===== src/hdl/stq_pkg.sv =====
// ----------------------------------------------------------------------------
// stq_pkg
// Shared types, codes and default sizes of the sparse table range query block.
// ----------------------------------------------------------------------------
package stq_pkg;

  // Default sizes
  localparam int MAX_ELEMENTS_DEF = 1024;
  localparam int LEVELS_DEF       = 11;
  localparam int DATA_WIDTH_DEF   = 32;

  // Fixed field widths of the channels
  localparam int VALUE_W  = 32;
  localparam int LEFT_W   = 10;
  localparam int RIGHT_W  = 11;
  localparam int ANSWER_W = 32;
  localparam int STATUS_W = 2;

  // Configuration port
  localparam int CFG_DATA_W = 32;
  localparam int CFG_ADDR_W = 3;
  localparam logic REG_COMBINE_MODE = 1'b0;   // word index of combine_mode

  typedef enum logic [1:0] {
    MODE_MIN = 2'd0,
    MODE_MAX = 2'd1,
    MODE_AND = 2'd2,
    MODE_OR  = 2'd3
  } mode_t;

  localparam logic FUNC_LOAD  = 1'b0;
  localparam logic FUNC_QUERY = 1'b1;

  localparam logic [STATUS_W-1:0] STATUS_OK        = 2'd0;
  localparam logic [STATUS_W-1:0] STATUS_RANGE     = 2'd1;
  localparam logic [STATUS_W-1:0] STATUS_NOT_BUILT = 2'd2;

endpackage


===== src/hdl/stq_combine.sv =====
// ----------------------------------------------------------------------------
// stq_combine
// Idempotent combining operator: signed min, signed max, bitwise and, or.
// ----------------------------------------------------------------------------
module stq_combine #(
  parameter int DW = 32
) (
  input  stq_pkg::mode_t  mode,
  input  logic [DW-1:0]   a,
  input  logic [DW-1:0]   b,
  output logic [DW-1:0]   y
);

  logic a_le_b;

  assign a_le_b = ($signed(a) <= $signed(b));

  always_comb begin
    unique case (mode)
      stq_pkg::MODE_MIN: y = a_le_b ? a : b;
      stq_pkg::MODE_MAX: y = a_le_b ? b : a;
      stq_pkg::MODE_AND: y = a & b;
      stq_pkg::MODE_OR:  y = a | b;
      default:           y = a;
    endcase
  end

endmodule


===== config.mk =====
export PLATFORM = sky130hd
export DESIGN_NAME = stq_combine
export DESIGN_NICKNAME = d
export VERILOG_FILES = /design/src/hdl/stq_pkg.sv /design/src/hdl/stq_combine.sv
export SDC_FILE = /design/constraint.sdc
export NUM_CORES = 1
export LEC_CHECK = 0
export ABC_AREA = 1
export BUFFER_PORTS_ARGS = -buffer_cell sky130_fd_sc_hd__buf_2
export CAP_MARGIN = 20
export CORE_MARGIN = 5
export CORE_UTILIZATION = 30
export DETAILED_ROUTE_END_ITERATION = 7
export PLACE_DENSITY = 0.51
export SYNTH_ARGS = -nofsm -noshare
export SYNTH_HDL_FRONTEND = slang
export SYNTH_SLANG_ARGS = --single-unit

===== constraint.sdc =====
create_clock -name vclk -period 2.8
set_input_delay 0.42 -clock vclk [all_inputs]
set_output_delay 0.42 -clock vclk [all_outputs]
set_load 0.05 [all_outputs]

==> metrics.yaml <==
max_freq_ghz: 0.346
violations: "negative setup slack"
setup_viol: 32
initial_utilization_pct: 30.7
grt_pass1_wl_mm: 23.9
diodes: 0
syn_area_per_cell_um2: 6.01
port_buffers: 98
drt-total-wl_mm: 15.3
holdPathStages: 6
route.met2.wl_mm: 7.84
drt_drc_violations_left: 0
worst_path_most_repeated_cell: "nor2_4"
rsz0062_at_grt: "true"
worstMarginPinSlew_ns: 0.592
grt_overflow_total: 0
wl_per_cell_um: 15.3
pre_cts_ws_ns: -0.345
grt_usage_pct: 19.1
period_share_pct: 103
slew_viol_final: 0
place.gp.congestion: 0.830
drive_gt1_share_pct: 57.4
fill_cells: 1125
initialDrtViolationCount: 267
worstPathRequired_ns: 2.38
first_pass_iters: 4
yosysUniqueCellTypes: 26
vias: 5026
whs_endpoint: "y[29]"
mostFrequentLayoutCell: "buf_4"
area_growth_pct: 91.1
avgViaCountPerCell: 5.01
regArea_um2: 0
final-hold-violation-count: 0
whs_ns: 1.35
die_area_um2: 14700
leakage_nw: 3.68
hold_start: "a[29]"
internal-power_uw: 767
seqPwrFrac_pct: 0
p_comb_share_pct: 100.0
cpPeakStageDelay_ns: 0.19
antenna_found_initial: 0
crit_chain: "buf_4 > inv_4 > ha_4 > nor2_4 > nand2_2 > nor2_4 > and2_4 > nand2_4 > nor2_4 > buf_6 > nand4_4 > buf_6 > clkbuf_16 > nand4_1 > nand3_2 > nand3_2 > buf_8"
synth_area_leader_cell: "ha_1"
switching_share_pct: 55.7
post-route-min-period_ns: 2.89
syn_inst: 620
cp.arrival_ns: 2.47
synthDominantCellAreaShare_pct: 32.3
ir_drop_mv: 0.185
max_slew_margin_pct: 60.5
p_per_area_nw_per_um2: 243
nFlopsAndLatches: 0
cp_max_fo: 5
min_path_type: "primary input to output pin"
syn_nets: 782
synthTopCellsByArea: "ha_1 32%, nand3_1 17%, inv_1 12%"
grt_max_degree: 21
yosysSeqAreaShare_pct: 0
outcome: "finished, violations left"
yosysWarningCount: 0
start_kind: "primary input"
clkPwrFrac_pct: 0
num-clock-buffers: 0
total_power_mw: 1.73
power_switching_uw: 965
core.rowCount: 40
io_pins: 98
dr.max_layer_used: "met4"
dp_hpwl_mm: 10.3
die_w_um: 121
final_cell_mix: "126 x buf_4, 79 x inv_1, 71 x ha_1"
setup_slack_ns: -0.0881
path_class: "primary input to output pin"
routed-wl-met3_um: 706
postRouteAntennaNets: 0
die_h_um: 121
crit_slowest_cell: "ha_4"
drv_cap: 0
fin_nets: 999
grt_pass1_vias: 5092
synth_area_um2: 3720
core-area_um2: 12100
endpoint_kind: "output pin"
wl_met1_mm: 6.62
[layout make-up]
class	count	area [um^2]	share of cell area (%)
inverters	117	457	6.42
multi-input cells	460	4070	57.2
well taps	168	210	2.95
repair buffers	258	2380	33.4
[worst max path at each step]
stage	from	end	slack [ns]	cells after the start
after global placement	a[7]	y[30]	-0.33	18
final	a[30]	y[12]	-0.09	17
after floorplan	a[31]	y[27]	0.02	16
after global routing	a[27]	y[28]	-0.20	18
after detailed placement	a[7]	y[30]	-0.34	18
after CTS	b[31]	y[30]	-0.11	19
[synth_stat cells, drive strengths merged]
master / count
nor3b: 1
nand3: 132
buf: 34
o21bai: 2
a21o: 2
a21oi: 10
clkbuf: 9
ha: 96
nor3: 1
nor4: 1
a21boi: 1
nand4: 65
nor2: 19
nand2: 95
inv: 117
o21ai: 34
and2: 1
[worst max-delay path, delay by kind of cell]
kind	cells	cell delay (ns)
and+or+nand+nor	10	1.06
buffers and inverters	6	0.79
adders and majority gates	1	0.19
[metrics by stage]
stage	utilization, %	cells	area [um^2]	setup TNS [ns]
after floorplan	-	620	3860	0
after global placement	44.2	975	5360	-9.04
after detailed placement	44.2	975	5360	-9.77
after CTS	54.2	999	6570	-1.42
after global routing	58.8	1003	7120	-5.08
final	58.8	1003	7120	-1.64
[power by group through the flow]
stage / sequential [mW] / clock [mW] / combinational, mW
global route: 0 / 0 / 1.85
finish: 0 / 0 / 1.73
floorplan: 0 / 0 / 0.772
global placement: 0 / 0 / 1.16
CTS: 0 / 0 / 1.61
detailed placement: 0 / 0 / 1.19
[logic make-up (layout without fill, tap and decap cells)]
family | count (synthesis) | in the layout | synth area share (%)
simple gates | 315 | 315 | 41.8
fa+ha+maj | 96 | 96 | 32.3
buf+inv | 160 | 375 | 18.9
compound gates | 49 | 49 | 7.02
[what timing repair did]
item                                   CTS  global route
pin swaps                               52            64
buffers inserted                        23             5
cloned                                   4             4
hold buffers                             0             0
endpoints found under the hold margin    0             0
gates resized for setup                247           128
setup endpoints to repair               32            32
[routing by layer]
metal	vias to the layer above	global-route usage, %
met1	2379	24.1
met3	16	1.72
li1	2497	-
met5	-	0
met2	134	35.8
met4	0	2.94
Note: power is estimated with default switching activity, not from simulation.
